`src/hw/rtl/sphere_line_validator_assert.svh`:
```
// ----------------------------------------------------------------------------
// Sphere line validator assertion macros
// Shared concurrent assertion forms, clocked on clk_i and held off in reset.
// ----------------------------------------------------------------------------
`ifndef SPHERE_LINE_VALIDATOR_ASSERT_SVH
`define SPHERE_LINE_VALIDATOR_ASSERT_SVH

// Same-cycle implication
`define SLV_ASSERT_NOW(lbl, ante, cons, msg) \
  lbl: assert property (@(posedge clk_i) disable iff (!rst_ni) (ante) |-> (cons)) \
    else $error(msg);

// Next-cycle implication
`define SLV_ASSERT_NEXT(lbl, ante, cons, msg) \
  lbl: assert property (@(posedge clk_i) disable iff (!rst_ni) (ante) |=> (cons)) \
    else $error(msg);

`endif

```
`src/hw/rtl/slv_pkg.sv`:
```
// ----------------------------------------------------------------------------
// Sphere line validator package
// Character classes, queue sizing and the structs passed between stages.
// ----------------------------------------------------------------------------
package slv_pkg;

  // Byte classes seen by the parser
  typedef enum logic [3:0] {
    CC_SPACE,
    CC_S,
    CC_P,
    CC_COMMA,
    CC_DOT,
    CC_NEWLINE,
    CC_SIGN,
    CC_DIGIT,
    CC_OTHER
  } char_class_e;

  // Queue between front and back
  localparam int QDepth = 2;
  localparam int QPtrW  = $clog2(QDepth);
  localparam int QCntW  = $clog2(QDepth + 1);

  // One classified byte
  typedef struct packed {
    char_class_e cls;
    logic        line_end;
  } slv_item_t;

  // Front to queue
  typedef struct packed {
    logic      valid;
    slv_item_t item;
  } slv_push_t;

  // Queue head to back
  typedef struct packed {
    logic      valid;
    slv_item_t item;
  } slv_head_t;

endpackage

```
`src/hw/rtl/slv_if.sv`:
```
// ----------------------------------------------------------------------------
// Sphere line validator channels
// Byte input channel and verdict output channel, valid/ready handshake.
// ----------------------------------------------------------------------------
interface slv_in_if;
  logic       valid;
  logic       ready;
  logic [7:0] char_code;
  logic       line_end;

  modport source (output valid, output char_code, output line_end, input ready);
  modport sink   (input valid, input char_code, input line_end, output ready);
endinterface

interface slv_out_if;
  logic valid;
  logic ready;
  logic accepted;

  modport source (output valid, output accepted, input ready);
  modport sink   (input valid, input accepted, output ready);
endinterface

```
`src/hw/rtl/slv_front.sv`:
```
// ----------------------------------------------------------------------------
// Sphere line validator front end
// Takes bytes from the input channel and reduces each to a character class.
// ----------------------------------------------------------------------------
module slv_front import slv_pkg::*; (
  slv_in_if.sink    item_i,
  input  logic      q_ready_i,
  output slv_push_t push_o
);

  localparam logic [7:0] ChSpace   = 8'h20;
  localparam logic [7:0] ChS       = 8'h73;
  localparam logic [7:0] ChP       = 8'h70;
  localparam logic [7:0] ChComma   = 8'h2C;
  localparam logic [7:0] ChDot     = 8'h2E;
  localparam logic [7:0] ChNewline = 8'h0A;
  localparam logic [7:0] ChMinus   = 8'h2D;
  localparam logic [7:0] ChPlus    = 8'h2B;
  localparam logic [7:0] ChZero    = 8'h30;
  localparam logic [7:0] ChNine    = 8'h39;

  char_class_e cls;

  // Classify the incoming byte
  always_comb begin
    case (item_i.char_code)
      ChSpace:   cls = CC_SPACE;
      ChS:       cls = CC_S;
      ChP:       cls = CC_P;
      ChComma:   cls = CC_COMMA;
      ChDot:     cls = CC_DOT;
      ChNewline: cls = CC_NEWLINE;
      ChMinus:   cls = CC_SIGN;
      ChPlus:    cls = CC_SIGN;
      default: begin
        if (item_i.char_code >= ChZero && item_i.char_code <= ChNine) cls = CC_DIGIT;
        else cls = CC_OTHER;
      end
    endcase
  end

  // Hand off to the queue
  assign item_i.ready         = q_ready_i;
  assign push_o.valid         = item_i.valid;
  assign push_o.item.cls      = cls;
  assign push_o.item.line_end = item_i.line_end;

endmodule

```
`src/hw/rtl/slv_queue.sv`:
```
// ----------------------------------------------------------------------------
// Sphere line validator queue
// Short FIFO of classified items between the front end and the parser.
// ----------------------------------------------------------------------------
module slv_queue import slv_pkg::*; (
  input  logic      clk_i,
  input  logic      rst_ni,
  input  slv_push_t push_i,
  output logic      ready_o,
  output slv_head_t head_o,
  input  logic      pop_i
);

  slv_item_t              mem_q [QDepth];
  logic [QPtrW-1:0]       wr_ptr_q, rd_ptr_q;
  logic [QCntW-1:0]       cnt_q;
  logic                   do_push;
  logic                   do_pop;

  assign ready_o = (cnt_q != QCntW'(QDepth));
  assign do_push = push_i.valid && ready_o;
  assign do_pop  = pop_i && (cnt_q != '0);

  assign head_o.valid = (cnt_q != '0);
  assign head_o.item  = mem_q[rd_ptr_q];

  // Storage, no reset needed
  always_ff @(posedge clk_i) begin
    if (do_push) mem_q[wr_ptr_q] <= push_i.item;
  end

  // Pointers and fill count
  always_ff @(posedge clk_i or negedge rst_ni) begin
    if (!rst_ni) begin
      wr_ptr_q <= '0;
      rd_ptr_q <= '0;
      cnt_q    <= '0;
    end else begin
      if (do_push) begin
        if (wr_ptr_q == QPtrW'(QDepth - 1)) wr_ptr_q <= '0;
        else wr_ptr_q <= wr_ptr_q + 1'b1;
      end
      if (do_pop) begin
        if (rd_ptr_q == QPtrW'(QDepth - 1)) rd_ptr_q <= '0;
        else rd_ptr_q <= rd_ptr_q + 1'b1;
      end
      if (do_push && !do_pop) cnt_q <= cnt_q + 1'b1;
      else if (do_pop && !do_push) cnt_q <= cnt_q - 1'b1;
    end
  end

endmodule

```
`src/hw/rtl/slv_back.sv`:
```
// ----------------------------------------------------------------------------
// Sphere line validator parser
// Runs the line automaton on classified items and registers the verdict.
// ----------------------------------------------------------------------------
`include "sphere_line_validator_assert.svh"

module slv_back import slv_pkg::*; (
  input  logic       clk_i,
  input  logic       rst_ni,
  input  slv_head_t  head_i,
  output logic       pop_o,
  slv_out_if.source  verdict_o
);

  typedef enum logic [5:0] {
    ST_START, ST_ID1, ST_ID2, ST_SP1,
    ST_XS, ST_XB, ST_XD, ST_XA, ST_C1,
    ST_YS, ST_YB, ST_YD, ST_YA, ST_C2,
    ST_ZS, ST_ZB, ST_ZD, ST_ZA, ST_SP2,
    ST_DB, ST_DD, ST_DA, ST_SP3,
    ST_RED, ST_C3, ST_GREEN, ST_C4, ST_BLUE,
    ST_SP4, ST_RB, ST_SP5, ST_RD, ST_RA,
    ST_ACCEPT, ST_REJECT
  } state_e;

  state_e      state_q, nxt;
  char_class_e cls;
  logic        is_dig, is_sp, is_com, is_dot, is_nl, is_sgn;
  logic        out_valid_q, accepted_q;
  logic        can_out, do_pop, ends, verdict;

  assign cls    = head_i.item.cls;
  assign ends   = head_i.item.line_end;
  assign is_dig = (cls == CC_DIGIT);
  assign is_sp  = (cls == CC_SPACE);
  assign is_com = (cls == CC_COMMA);
  assign is_dot = (cls == CC_DOT);
  assign is_nl  = (cls == CC_NEWLINE);
  assign is_sgn = (cls == CC_SIGN);

  // Transition on the head item; anything unlisted rejects
  always_comb begin
    nxt = ST_REJECT;
    case (state_q)
      ST_START: begin
        if (is_sp) nxt = ST_START;
        else if (cls == CC_S) nxt = ST_ID1;
      end
      ST_ID1: if (cls == CC_P) nxt = ST_ID2;
      ST_ID2: if (is_sp) nxt = ST_SP1;
      ST_SP1: begin
        if (is_sp) nxt = ST_SP1;
        else if (is_dig) nxt = ST_XB;
        else if (is_sgn) nxt = ST_XS;
      end
      // origin x
      ST_XS: if (is_dig) nxt = ST_XB;
      ST_XB: begin
        if (is_com) nxt = ST_C1;
        else if (is_dot) nxt = ST_XD;
        else if (is_dig) nxt = ST_XB;
      end
      ST_XD: if (is_dig) nxt = ST_XA;
      ST_XA: begin
        if (is_com) nxt = ST_C1;
        else if (is_dig) nxt = ST_XA;
      end
      ST_C1: begin
        if (is_dig) nxt = ST_YB;
        else if (is_sgn) nxt = ST_YS;
      end
      // origin y
      ST_YS: if (is_dig) nxt = ST_YB;
      ST_YB: begin
        if (is_com) nxt = ST_C2;
        else if (is_dot) nxt = ST_YD;
        else if (is_dig) nxt = ST_YB;
      end
      ST_YD: if (is_dig) nxt = ST_YA;
      ST_YA: begin
        if (is_com) nxt = ST_C2;
        else if (is_dig) nxt = ST_YA;
      end
      ST_C2: begin
        if (is_dig) nxt = ST_ZB;
        else if (is_sgn) nxt = ST_ZS;
      end
      // origin z
      ST_ZS: if (is_dig) nxt = ST_ZB;
      ST_ZB: begin
        if (is_sp) nxt = ST_SP2;
        else if (is_dot) nxt = ST_ZD;
        else if (is_dig) nxt = ST_ZB;
      end
      ST_ZD: if (is_dig) nxt = ST_ZA;
      ST_ZA: begin
        if (is_sp) nxt = ST_SP2;
        else if (is_dig) nxt = ST_ZA;
      end
      // diameter
      ST_SP2: begin
        if (is_sp) nxt = ST_SP2;
        else if (is_dig) nxt = ST_DB;
      end
      ST_DB: begin
        if (is_sp) nxt = ST_SP3;
        else if (is_dot) nxt = ST_DD;
        else if (is_dig) nxt = ST_DB;
      end
      ST_DD: if (is_dig) nxt = ST_DA;
      ST_DA: begin
        if (is_sp) nxt = ST_SP3;
        else if (is_dig) nxt = ST_DA;
      end
      // colour
      ST_SP3: begin
        if (is_sp) nxt = ST_SP3;
        else if (is_dig) nxt = ST_RED;
      end
      ST_RED: begin
        if (is_com) nxt = ST_C3;
        else if (is_dig) nxt = ST_RED;
      end
      ST_C3: if (is_dig) nxt = ST_GREEN;
      ST_GREEN: begin
        if (is_com) nxt = ST_C4;
        else if (is_dig) nxt = ST_GREEN;
      end
      ST_C4: if (is_dig) nxt = ST_BLUE;
      ST_BLUE: begin
        if (is_dig) nxt = ST_BLUE;
        else if (is_nl) nxt = ST_ACCEPT;
        else if (is_sp) nxt = ST_SP4;
      end
      // optional reflectiveness
      ST_SP4: begin
        if (is_sp) nxt = ST_SP4;
        else if (is_dig) nxt = ST_RB;
        else if (is_nl) nxt = ST_ACCEPT;
      end
      ST_RB: begin
        if (is_sp) nxt = ST_SP5;
        else if (is_dot) nxt = ST_RD;
        else if (is_dig) nxt = ST_RB;
        else if (is_nl) nxt = ST_ACCEPT;
      end
      ST_SP5: begin
        if (is_sp) nxt = ST_SP5;
        else if (is_dig) nxt = ST_RB;
        else if (is_dot) nxt = ST_RD;
        else if (is_nl) nxt = ST_ACCEPT;
      end
      ST_RD: if (is_dig) nxt = ST_RA;
      ST_RA: begin
        if (is_sp) nxt = ST_SP5;
        else if (is_dig) nxt = ST_RA;
        else if (is_nl) nxt = ST_ACCEPT;
      end
      ST_ACCEPT: nxt = ST_ACCEPT;
      default:   nxt = ST_REJECT;
    endcase
  end

  // Accepting end states
  assign verdict = (nxt == ST_ACCEPT) || (nxt == ST_BLUE) || (nxt == ST_SP4) ||
                   (nxt == ST_SP5) || (nxt == ST_RB) || (nxt == ST_RA);

  // A line-end item waits only while the verdict register is occupied and not being read
  assign can_out = !out_valid_q || verdict_o.ready;
  assign do_pop  = head_i.valid && (!ends || can_out);
  assign pop_o   = do_pop;

  // State and verdict register
  always_ff @(posedge clk_i or negedge rst_ni) begin
    if (!rst_ni) begin
      state_q     <= ST_START;
      out_valid_q <= 1'b0;
      accepted_q  <= 1'b0;
    end else begin
      if (do_pop) state_q <= ends ? ST_START : nxt;
      if (do_pop && ends) begin
        out_valid_q <= 1'b1;
        accepted_q  <= verdict;
      end else if (verdict_o.ready) begin
        out_valid_q <= 1'b0;
      end
    end
  end

  assign verdict_o.valid    = out_valid_q;
  assign verdict_o.accepted = accepted_q;

  `SLV_ASSERT_NEXT(a_line_restart, do_pop && ends, state_q == ST_START, "no restart after line end")
  `SLV_ASSERT_NEXT(a_reject_sticky, do_pop && !ends && state_q == ST_REJECT, state_q == ST_REJECT, "reject left")
  `SLV_ASSERT_NEXT(a_accept_sticky, do_pop && !ends && state_q == ST_ACCEPT, state_q == ST_ACCEPT, "accept left")
  `SLV_ASSERT_NOW(a_no_overwrite, out_valid_q && !verdict_o.ready, !(do_pop && ends), "verdict overwritten")

endmodule

```
`src/hw/rtl/sphere_line_validator.sv`:
```
// ----------------------------------------------------------------------------
// Sphere line validator
// Checks sphere scene lines byte by byte and reports one verdict per line.
// ----------------------------------------------------------------------------
// Takes one byte per clock cycle, sustained while no verdict waits unread,
// through a front end that classifies it and a two-entry queue feeding the
// parser, whose state register advances on every popped item. The byte
// flagged as line end yields one verdict item (accepted = 1 for a valid
// line), registered in the queue and then in the verdict output register,
// whose valid it raises; it stays in that output register until read, and
// the parser restarts for the next line when that byte is popped. Other
// bytes produce no output. While a verdict waits unread, a further line-end
// byte stalls in the queue and the input stalls once the queue is full.
module sphere_line_validator import slv_pkg::*; (
  input  logic       clk_i,
  input  logic       rst_ni,
  slv_in_if.sink     item_i,
  slv_out_if.source  verdict_o
);

  slv_push_t push;
  slv_head_t head;
  logic      q_ready;
  logic      pop;

  slv_front u_front (
    .item_i    (item_i),
    .q_ready_i (q_ready),
    .push_o    (push)
  );

  slv_queue u_queue (
    .clk_i   (clk_i),
    .rst_ni  (rst_ni),
    .push_i  (push),
    .ready_o (q_ready),
    .head_o  (head),
    .pop_i   (pop)
  );

  slv_back u_back (
    .clk_i     (clk_i),
    .rst_ni    (rst_ni),
    .head_i    (head),
    .pop_o     (pop),
    .verdict_o (verdict_o)
  );

endmodule

```
`src/flat_wrapper.sv`:
```
// flat-port wrapper written by rule: the top's interface ports become plain ports
module sphere_line_validator_flat import slv_pkg::*;
  (clk_i, rst_ni, item_i_valid, item_i_char_code, item_i_line_end, item_i_ready, verdict_o_valid, verdict_o_accepted, verdict_o_ready);
  slv_in_if item_i_i ();
  slv_out_if verdict_o_i ();
  input  logic clk_i;
  input  logic rst_ni;
  input wire logic [$bits(item_i_i.valid)-1:0] item_i_valid;
  input wire logic [$bits(item_i_i.char_code)-1:0] item_i_char_code;
  input wire logic [$bits(item_i_i.line_end)-1:0] item_i_line_end;
  output wire logic [$bits(item_i_i.ready)-1:0] item_i_ready;
  output wire logic [$bits(verdict_o_i.valid)-1:0] verdict_o_valid;
  output wire logic [$bits(verdict_o_i.accepted)-1:0] verdict_o_accepted;
  input wire logic [$bits(verdict_o_i.ready)-1:0] verdict_o_ready;
  assign item_i_i.valid = item_i_valid;
  assign item_i_i.char_code = item_i_char_code;
  assign item_i_i.line_end = item_i_line_end;
  assign item_i_ready = item_i_i.ready;
  assign verdict_o_valid = verdict_o_i.valid;
  assign verdict_o_accepted = verdict_o_i.accepted;
  assign verdict_o_i.ready = verdict_o_ready;
  sphere_line_validator u_core (.clk_i(clk_i), .rst_ni(rst_ni), .item_i(item_i_i), .verdict_o(verdict_o_i));
endmodule
```
`config.mk`:
```
export PLATFORM = sky130hd
export DESIGN_NAME = sphere_line_validator_flat
export DESIGN_NICKNAME = d
export VERILOG_FILES = /design/src/hw/rtl/slv_pkg.sv /design/src/hw/rtl/slv_if.sv /design/src/hw/rtl/slv_front.sv /design/src/hw/rtl/slv_queue.sv /design/src/hw/rtl/slv_back.sv /design/src/hw/rtl/sphere_line_validator.sv /design/src/flat_wrapper.sv
export VERILOG_INCLUDE_DIRS = /design/src /design/src/hw/rtl
export SDC_FILE = /design/constraint.sdc
export NUM_CORES = 1
export LEC_CHECK = 0
export ABC_CLOCK_PERIOD_IN_PS = 2900
export BUFFER_PORTS_ARGS = -buffer_cell sky130_fd_sc_hd__buf_2
export CAP_MARGIN = 15
export CORE_MARGIN = 3
export CORE_UTILIZATION = 28
export DETAILED_ROUTE_END_ITERATION = 8
export SYNTH_ARGS = -nofsm -noshare
export SYNTH_HDL_FRONTEND = slang
export SYNTH_SLANG_ARGS = --single-unit
```
`constraint.sdc`:
```
create_clock -name clk_i -period 2.9 [get_ports clk_i]
set_input_delay 0.29 -clock clk_i [delete_from_list [all_inputs] [get_ports clk_i]]
set_output_delay 0.29 -clock clk_i [all_outputs]
set_load 0.03 [all_outputs]
```
# Word level (Yosys, flattened, before mapping)
# Memories as Yosys holds them, arrays and structs flattened.
# Cells that the tools add are included.
# word_totals
reg_bits	12
latchBits	0
mem_bits_rw	10
mem_bits_ro	0
input_bits	13
output_inout_bits	3
word_cells	156
n_memories	1
# op_classes
add_sub_neg	4
multipliers	0
n_div	0
order_cmp	2
n_eq_ne	55
shifts	0
mux	64
bitwise	0
reduce_logical	24
# memory_table
name	words	width	read_ports	rd_clocked_by_memory_dff	write_ports	line	rtl
u_core.u_queue.mem_q	2	5	1	0	1	slv_queue.sv:14	slv_item_t mem_q [QDepth];
# op_table
operator	n
6-bit 2-to-1 mux	51
6-bit one-hot mux with 34 select lines	1
6-bit by 5-bit == test with 1-bit output, second input constant	20
6-bit by 4-bit == test with 1-bit output, second input constant	8
8-bit by 6-bit == test with 1-bit output, second input constant	5
4-bit one-hot mux with 7 select lines	1
6-bit by 3-bit == test with 1-bit output, second input constant	4
6-bit == test, second input constant	4
4-bit by 3-bit == test with 1-bit output, second input constant	4
8-bit by 7-bit == test with 1-bit output, second input constant	2
6-bit by 2-bit == test with 1-bit output, second input constant	2
4-bit by 2-bit == test with 1-bit output, second input constant	2
8-bit by 4-bit == test with 1-bit output, second input constant	1
8-bit by 6-bit >= comparator with 1-bit output, second input constant	1
8-bit by 6-bit less-or-equal comparator with 1-bit output, second input constant	1
2-bit 2-to-1 mux	4
1-bit logical AND	7
1-bit logical OR	7
6-bit by 1-bit == test with 1-bit output, second input constant	1
6-bit logical NOT	1
1-bit 2-to-1 mux	6
2-bit nonzero test	3
4-bit by 1-bit == test with 1-bit output, second input constant	1
1-bit logical NOT	4
other kinds (7)	8

# Longest topological paths before layout
# Gate-level depths: netlist of the first run.
# An unclocked memory read counts as a cell.
# logic_depth
word_depth	13
mapped_depth	11
mapped_depth_nobuf	8

# By module
# From an unflattened synthesis of the first run, not the netlist that was laid out.
# unflattened
cells_unflattened	306
hier_area_um2	2447.3
# modules_own_cells
module	instances	cells_per_inst	area_per_inst_um2	seq_area_each_um2
slv_back	1	234	1630.3	200.2
slv_queue	1	34	573.0	400.4
slv_front	1	38	244.0	0.0

# Worst setup path after synthesis of the first run
# OpenSTA, ideal clock, no wires.
# synth_timing
path_kind	register -> register
startpoint	memory u_core.u_queue.mem_q[1][3] in the netlist's numbering
endpoint	register u_core.u_back.accepted_q (netlist: u_core.u_back.verdict_o.accepted)
setup_ns	0.067
arrival_ns	2.244
required_time_ns	2.833
slack_ns	0.589
stages_incl_launch_ff	10
path_buffers	1
synth_period_minus_slack_ns	2.311
path_cell_list	edfxtp_1 > or3b_4 > a2bb2o_4 > buf_6 > nand4_2 > a22oi_2 > a2111oi_4 > nand3_2 > o41ai_1 > a41o_1
# synth_via
elab_chain_len	13
elab_cells_between_ends	73
cone_classes	13 x eq/ne; 53 x mux; 6 x reduce/logical; 1 x memory
# synth_lines
element	line	rtl
from (decl)	slv_queue.sv:14	
memory read 2 x 5 bit (*)	n/a	
4-bit by 3-bit == test with 1-bit output	slv_back.sv:38	assign is_nl = (cls == CC_NEWLINE);
2-bit 2-to-1 mux	n/a	
6-bit 2-to-1 mux (on tied branches)	slv_back.sv:150, slv_back.sv:138	
6-bit 2-to-1 mux (on tied branches)	slv_back.sv:149, slv_back.sv:143	
6-bit 2-to-1 mux (on tied branches)	slv_back.sv:148, slv_back.sv:142	
6-bit one-hot mux with 34 select lines (*)	slv_back.sv:44	case (state_q)
6-bit == test or 6-bit by 5-bit == test with 1-bit output (tied branches)	slv_back.sv:165	assign verdict = (nxt == ST_ACCEPT) || (nxt == ST_BLUE) || (nxt == ST_SP4) ||
1-bit logical OR (3 in series)	slv_back.sv:165	
1-bit logical OR	slv_back.sv:166	(nxt == ST_SP5) || (nxt == ST_RB) || (nxt == ST_RA);
1-bit logical OR (*)	slv_back.sv:166	
to (signal assigned)	slv_back.sv:183	accepted_q <= verdict;
to (decl)	slv_back.sv:29	logic out_valid_q, accepted_q;
# Mark *: on every way between the ends. The rest lies on a longest branch, timed or not.
# A chain may end at the register's enable or synchronous reset.

# Worst setup path in the final report of the first run
# layout_timing
startpoint	register u_core.u_back.state_q[3]
endpoint	register u_core.u_back.accepted_q (netlist: u_core.u_back.verdict_o.accepted)
# layout_via
elab_chain_len	8
elab_cells_between_ends	46
cone_classes	39 x eq/ne; 1 x mux; 6 x reduce/logical
# layout_lines
element	line	rtl
from (decl)	slv_back.sv:26	state_e state_q, nxt;
from (signal assigned)	slv_back.sv:180	if (do_pop) state_q <= ends ? ST_START : nxt;
6-bit == test, or another cell as far along	slv_back.sv:44	
6-bit one-hot mux with 34 select lines (*)	slv_back.sv:44	
6-bit == test or 6-bit by 5-bit == test with 1-bit output (tied branches)	slv_back.sv:165	
1-bit logical OR (3 in series)	slv_back.sv:165	
1-bit logical OR	slv_back.sv:166	
1-bit logical OR (*)	slv_back.sv:166	
# Marked as above.

==> metrics.md, run 1 <==
| Metric | Value |
|---|---|
| #FFs+latches synth | 22 |
| Number of I/O port buffers | 15 |
| CTS sink count | 22 |
| Top-count cell post-synth | nor2_1 |
| FF-to-FF path depth | 9 |
| R2R Path Start | u_core.u_back.state_q[3]$_DFFE_PN0P_ |
| Grt peak-use layer | met2 |
| WL/cell | 17.2 um |
| # DRC | 0 |
| Status | finished clean |
| Int Pwr | 0.00105 W |
| Setup bufs post-CTS | 0 |
| Area leader, netlist | dfrtp_1 |
| Clock Tree Root | clkbuf_8 |
| R2r setup slk | 250 ps |
| Initial antenna violation count | 0 |
| CTS buffer count | 3 |
| Final ANT Viol Nets | 0 |
| Max-Cap Viols | 0 |
| Worst hold path depth | 1 |
| Routed via count | 2777 |
| Final Cell Area | 2900 um2 |
| Worst-Margin Slew | 558 ps |
| Reg-to-reg critical path endpoint | u_core.u_back.verdict_o.accepted$_DFFE_PN0P_ |
| WP data required | 3100 ps |
| Logic gate share of total power | 64.6% |
| Area Overhead vs Synth | 11.5% |
| N_diodes | 0 |
| Seq pwr share | 26.4% |
| Worst hold path class | in2reg |
| Starting Density | 29.3% |
| Post-synthesis sequential area ratio | 23.1% |
| Net switching power | 0.00102 W |
| Detailed-route wire length | 7.93 mm |
| Static leakage | 1.07 nW |
| I/O pins | 16 |
| GRT Util Overall | 14.9% |
| Post-synth EDFFs | 10 |
| Syn_nets | 351 |
| Die area | 10500 um2 |
| Met3 usage | 1.71% |
| Fmax achieved | 378 MHz |
| Post-Synthesis Cells | 337 |
| Final count of negative-setup-slack endpoints | 0 |
| VDD IR max | 0.414 mV |
| RSZ-0062 raised after global routing | no |
| Switch share | 49.4% |
| Core area | 8890 um2 |
| Ys flop type | dfrtp_1 |
| Row count | 34 |
| Via/cell ratio | 6.04 |
| Slew Limit Fails | 0 |
| Synth Area per Inst | 7.72 um2 |
| Async SR Flop Fraction | 54.5% |
| Synth area leaders | dfrtp_1 12%, edfxtp_1 12%, nor2_1 4.6%, nand2_1 4.5%, o21ai_0 3.7% |
| Crit path time final | 2650 ps |
| Post-synth cell types | 80 |
| Layout cells sized above 1 | 18.2% |
| Max transition margin | 62.3% |
| Commonest cells in the netlist | 32 x nor2_1, 31 x nand2_1, 19 x o21ai_0 |
| Post-Synthesis Cell Area | 2600 um2 |
| DRT iter0 DRCs | 364 |
| TritonCTS clock tree | yes |
| Endpoint type of the worst setup path | flop |
| Placed Area | 2850 um2 |
| Crit path kind | reg2reg |
| Fin crit share | 91.2% |
| Power Density | 714 nW/um2 |
| Hold Path Sink | u_core.u_queue.mem_q[0][0]$_DFFE_PP_ |
| M1 GR Usage | 20.4% |
| Worst Hold Launch | item_i_line_end |
| H-tree levels | 1 |
| Clock power frac | 9.0% |
| CP Cell Sequence | buf_4 -> and2_1 -> nand2_1 -> o22ai_1 -> a22o_1 -> a2111oi_4 -> nand3_2 -> o41ai_1 -> a41o_1 |
| Vias in the first global route | 2614 |
| Crit path max-delay cell type | dfrtp_1 |
| Clk_skew | 4.20 ps |
| Crit-path leading delay family | compound AO/OA/AOI/OAI gates |
| Final setup TNS | 0 ps |
| CP Launch Point | u_core.u_back.state_q[3]$_DFFE_PN0P_ |
| Die Height | 102 um |
| Clk pin slew, worst setup/hold paths | 80 ps |
| Max stage delay on crit path | 540 ps |
| Clk_lat worst skew | 260 ps |
| Met2 Usage GRT | 24.4% |
| CP max FO | 12 |
| Worst EP arrival | 2840 ps |
| Synth warn | 0 |
| Critical Path Source Type | flop |
| Largest net degree at the start of global routing | 21 |
| CP Buf/Inv Count | 1 |
| Final Net Count | 367 |
| Pre-antenna DRT Iters | 5 |
| Share of the synthesized area in the top cell type | 11.5% |
| HPWL after DPL | 6.11 mm |
| Chip Width | 102 um |
| RD Place Congestion | 0.967 |
| Endpoints failing hold | 0 |
| Maximum clock path buffer count | 2 |
| Grt total ovfl | 0 |
| First-pass GRT wire length | 12.7 mm |
==> layout by cell type, fill, tap and decap left out, types with 4 or more instances in the layout <==
master	Yosys	final
edfxtp_1	10	10
nor3b_1	5	5
nand2_1	31	31
buf_4	1	23
o21ai_0	19	19
xnor2_1	4	4
o2111ai_1	5	5
o21a_1	4	4
a21oi_1	16	16
a31oi_1	5	5
nand3_1	13	13
nand4b_1	5	5
inv_1	9	9
a22oi_1	4	4
nor2b_1	8	8
o21ai_1	5	5
nand2b_1	9	9
nor2_1	32	32
xor2_1	6	6
buf_2	12	15
or4_1	4	4
dfrtp_1	12	12
o22ai_1	9	9
nor3_1	10	10
==> power by group through the flow <==
stage	registers, W	clock network [W]	logic, W
2_1_floorplan	0.000516	0	0.000992
3_3_place_gp	0.000545	0	0.00132
3_5_place_dp	0.000548	0	0.00131
4_1_cts	0.000543	0.000191	0.00131
5_1_grt	0.000562	0.000210	0.00143
6_report	0.000546	0.000186	0.00134
==> cell type report <==
| type | instances | area [um2] |
|---|---|---|
| flip-flops and latches | 22 | 601 |
| well taps | 108 | 135 |
| inverters | 10 | 37.5 |
| clock inverters | 1 | 3.75 |
| repair buffers | 39 | 258 |
| multi-input cells | 277 | 1820 |
| fillers | 934 | 5990 |
| clock buffers | 3 | 41.3 |
==> per-stage QoR <==
step / util, % / instances / power (W) / setup slack, ps / hold WS [ps]
2_1_floorplan: - / 337 / 0.00151 / 589 / -5.59
3_3_place_gp: 32.0 / 455 / 0.00187 / 315 / 203
3_5_place_dp: 32.0 / 455 / 0.00186 / 335 / 205
4_1_cts: 32.6 / 460 / 0.00205 / 317 / 220
5_1_grt: 32.6 / 460 / 0.00221 / 194 / 222
6_report: 32.6 / 460 / 0.00207 / 255 / 223
==> logic make-up after synthesis <==
logic type | after synthesis | synth area share [%]
simple gates | 150 | 31.7
compound gates | 111 | 32.6
buf+inv | 38 | 6.78
flops | 22 | 23.1
xor+xnor | 10 | 3.37
mux | 5 | 2.02
fa+ha+maj | 1 | 0.481
==> registers in the layout, indices dropped and copies added (netlist names) <==
register                          flops
u_core.u_queue.rd_ptr_q               1
u_core.u_back.state_q                 6
u_core.u_back.verdict_o.valid         1
u_core.u_queue.mem_q                 10
u_core.u_back.verdict_o.accepted      1
u_core.u_queue.cnt_q                  2
u_core.u_queue.wr_ptr_q               1
==> what timing repair did <==
action | CTS | global route
resized for setup | 0 | 0
setup endpoints to repair | 0 | 0
endpoints found under the hold margin | 12 | 0
hold buffers | 1 | 0
==> routing by layer <==
| layer | up-vias | routed length, um | part of all wire [%] |
|---|---|---|---|
| met1 | 1268 | 3470 | 44 |
| met4 | 0 | 220 | 2.8 |
| li1 | 1311 | - | - |
| met3 | 28 | 661 | 8.3 |
| met2 | 170 | 3590 | 45 |
| met5 | - | 0 | 0 |
==> worst max path at each step <==
stage,to,slack (ps),cells after the start
global placement,u_core.u_back.verdict_o.accepted$_DFFE_PN0P_,320,9
global route,u_core.u_back.verdict_o.accepted$_DFFE_PN0P_,190,9
CTS,u_core.u_back.verdict_o.accepted$_DFFE_PN0P_,320,9
floorplan,u_core.u_back.verdict_o.accepted$_DFFE_PN0P_,590,9
finish,u_core.u_back.verdict_o.accepted$_DFFE_PN0P_,250,9
detailed placement,u_core.u_back.verdict_o.accepted$_DFFE_PN0P_,340,9
No activity file was read; power rests on OpenSTA's default activity.
==> inputs of run 2 (changes only) <==
Settings changed: ABC_CLOCK_PERIOD_IN_PS 2900 to 2500, CELL_PAD_IN_SITES_DETAIL_PLACEMENT set to 0, CELL_PAD_IN_SITES_GLOBAL_PLACEMENT set to 1, PLACE_DENSITY_LB_ADDON set to 0.1, SETUP_SLACK_MARGIN set to 0.2.
Clock period 2.9 ns to 2.5 ns, I/O delays scaled along.
==> run 2 against run 1 <==
Worst setup slack worse by 230 ps. Power is 47% higher. Clock power is 74% higher. Count of clock-buffer cells in the layout stayed put. Register-to-register slack worse by 230 ps. Maximum frequency is 6.9% higher. Routed wire length is 17% higher. Design area is 24% higher. Sequential power is 20% higher. Die area stayed put. Global-route usage is 2.9 points higher. Worst hold slack worse by 36 ps. Highest routed layer unchanged.
==> metrics.md, run 2 (synthesis results as in run 1) <==
| Metric | Value |
|---|---|
| Status | finished clean (unchanged) |
| Critical Path Source Type | flop (unchanged) |
| Max transition margin | 62.1% (was 62.3%) |
| RSZ-0062 raised after global routing | yes (was no) |
| Detailed-route wire length | 9.30 mm (was 7.93 mm) |
| Clk pin slew, worst setup/hold paths | 80 ps (about the same) |
| TritonCTS clock tree | yes (unchanged) |
| Crit path kind | reg2reg (unchanged) |
| CP max FO | 6 (was 12) |
| Most common cell after layout, fill and taps aside | buf_4 (was nor2_1) |
| Vias in the first global route | 2798 (was 2614) |
| Initial antenna violation count | 0 (unchanged) |
| Maximum clock path buffer count | 2 (unchanged) |
| Clk_skew | 1.65 ps (was 4.20 ps) |
| WL/cell | 17.9 um (was 17.2 um) |
| Top reg by flops | u_core.u_queue.mem_q (unchanged) |
| Die Height | 102 um (unchanged) |
| Static leakage | 1.44 nW (was 1.07 nW) |
| FILL cells | 904 (was 934) |
| GRT Util Overall | 17.8% (was 14.9%) |
| Final ANT Viol Nets | 0 (unchanged) |
| CTS sink count | 22 (unchanged) |
| Fmax achieved | 404 MHz (was 378 MHz) |
| Non-Filler Instances | 521 (was 460) |
| Fin crit share | 99.0% (was 91.2%) |
| Grt total ovfl | 0 (unchanged) |
| Endpoint type of the worst setup path | flop (unchanged) |
| CP Cell Sequence | buf_6 -> or3_4 -> a2bb2o_4 -> o2111ai_2 -> o311ai_1 -> a221o_1 -> nor3_2 -> o41ai_2 -> a41o_1 (was buf_4 -> and2_1 -> nand2_1 -> o22ai_1 -> a22o_1 -> a2111oi_4 -> nand3_2 -> o41ai_1 -> a41o_1) |
| I/O pins | 16 (unchanged) |
| Pre-antenna DRT Iters | 5 (unchanged) |
| CTS buffer count | 3 (unchanged) |
| Final count of negative-setup-slack endpoints | 0 (unchanged) |
| Core area | 8890 um2 (unchanged) |
| DRT iter0 DRCs | 206 (was 364) |
| Final Net Count | 428 (was 367) |
| Number of I/O port buffers | 15 (unchanged) |
| Chip Width | 102 um (unchanged) |
| Layout cells sized above 1 | 37.3% (was 18.2%) |
| Worst hold path class | in2reg (unchanged) |
| Largest net degree at the start of global routing | 16 (was 21) |
| Slew Limit Fails | 0 (unchanged) |
| Final setup TNS | 0 ps (unchanged) |
| CP Buf/Inv Count | 1 (unchanged) |
| Crit path time final | 2470 ps (was 2650 ps) |
| Clock Tree Root | clkbuf_8 (unchanged) |
| H-tree levels | 1 (unchanged) |
| Biggest regs | u_core.u_queue.mem_q x10, u_core.u_back.state_q x6, u_core.u_queue.cnt_q x2 (unchanged) |
| Routed via count | 3005 (was 2777) |
| Core Util, Final | 40.4% (was 32.6%) |
| Max reg flops | 10 (unchanged) |
| Worst-Margin Slew | 561 ps (was 558 ps) |
| Max-Cap Viols | 0 (unchanged) |
| Number of instances in the placed design | 501 (was 455) |
| Via/cell ratio | 5.77 (was 6.04) |
| Starting Density | 29.3% (unchanged) |
| VDD IR max | 0.600 mV (was 0.414 mV) |
| Final Worst Setup Slack | 25.7 ps (was 255 ps) |
| RD Place Congestion | 0.999 (was 0.967) |
| Max stage delay on crit path | 460 ps (was 540 ps) |
| Area Overhead vs Synth | 38.1% (was 11.5%) |
| Endpoints failing hold | 0 (unchanged) |
| Crit-path leading delay family | compound AO/OA/AOI/OAI gates (unchanged) |
| Most frequent cells in the layout | 78 x buf_4, 32 x nor2_1, 31 x nand2_1, 17 x o21ai_0, 15 x buf_2 (was 32 x nor2_1, 31 x nand2_1, 23 x buf_4, 19 x o21ai_0, 16 x a21oi_1) |
| N_diodes | 0 (unchanged) |
| Setup Slack @ Placement | -72.9 ps (was 335 ps) |
| Clk_lat worst skew | 260 ps (about the same) |
| Crit path max-delay cell type | dfrtp_2 (was dfrtp_1) |
| Worst EP arrival | 2620 ps (was 2840 ps) |
| Power Density | 849 nW/um2 (was 714 nW/um2) |
| Die area | 10500 um2 (unchanged) |
| WP data required | 2650 ps (was 3100 ps) |
| # DRC | 0 (unchanged) |
| Total power | 0.00305 W (was 0.00207 W) |
| Row count | 34 (unchanged) |
| First-pass GRT wire length | 14.6 mm (was 12.7 mm) |
| HPWL after DPL | 7.36 mm (was 6.11 mm) |
run 2: cell types whose count changed in the layout (fill, tap and decap cells not counted), moves of 2 or more:
cell,change
nor3_4,+2
a21oi_4,+2
o21ai_2,+2
o21ai_0,-2
nor3_1,-3
nor3b_1,-2
dfrtp_2,+2
a21oi_1,-2
buf_4,+55
dfrtp_1,-2
buf_6,+6
run 2: report_power, final:
part / switching [W] / internal, W / total, W
Sequential: 0.000153 / 0.000501 / 0.000654
Clock: 0.000110 / 0.000214 / 0.000324
Combinational: 0.00110 / 0.000973 / 0.00207
Total: 0.00136 / 0.00169 / 0.00305
run 2: worst paths after layout:
| kind | end | from | slack, ps | cells past startpoint |
|---|---|---|---|---|
| max | u_core.u_back.verdict_o.accepted$_DFFE_PN0P_ | u_core.u_queue.rd_ptr_q$_DFFE_PN0P_ | 30 | 9 |
| min in group asynchronous | u_core.u_back.state_q[3]$_DFFE_PN0P_ | rst_ni | 390 | 2 |
| max reg2reg | u_core.u_back.verdict_o.accepted$_DFFE_PN0P_ | u_core.u_queue.rd_ptr_q$_DFFE_PN0P_ | 30 | 9 |
| min reg2reg | u_core.u_queue.wr_ptr_q$_DFFE_PN0P_ | u_core.u_queue.wr_ptr_q$_DFFE_PN0P_ | 500 | 1 |
| max in group asynchronous | u_core.u_queue.rd_ptr_q$_DFFE_PN0P_ | rst_ni | 1880 | 2 |
| min | u_core.u_queue.mem_q[1][0]$_DFFE_PP_ | item_i_line_end | 190 | 1 |
run 2: per-stage QoR:
step	hold WS, ps	instance area, um2
global placement	153	3200
finish	186	3590
detailed placement	146	3200
global route	171	3590
floorplan	-45.6	2610
CTS	178	3410
run 2: layer usage:
metal  track usage [%]  routed length, um  part of all wire [%]
met5                 0                  0                     0
met4              5.05                207                   2.2
met3              2.73                488                   5.2
met2              28.4               4290                    46
met1              25.0               4320                    46
run 2: what timing repair did:
item,4_1_cts,5_1_grt
pin swaps,18,5
hold buffers,1,0
setup endpoints to repair,7,7
gates resized for setup,19,26
setup buffers,6,9
endpoints found under the hold margin,12,0
run 2: area by class of cell:
class / count / area [um2] / share of cell area, %
clock inverters: 1 / 30.0 / 0.836
repair buffers: 100 / 738 / 20.5
well taps: 108 / 135 / 3.76
clock buffers: 3 / 41.3 / 1.15
flip-flops and latches: 22 / 603 / 16.8
inverters: 10 / 37.5 / 1.04
multi-input cells: 277 / 2010 / 55.9
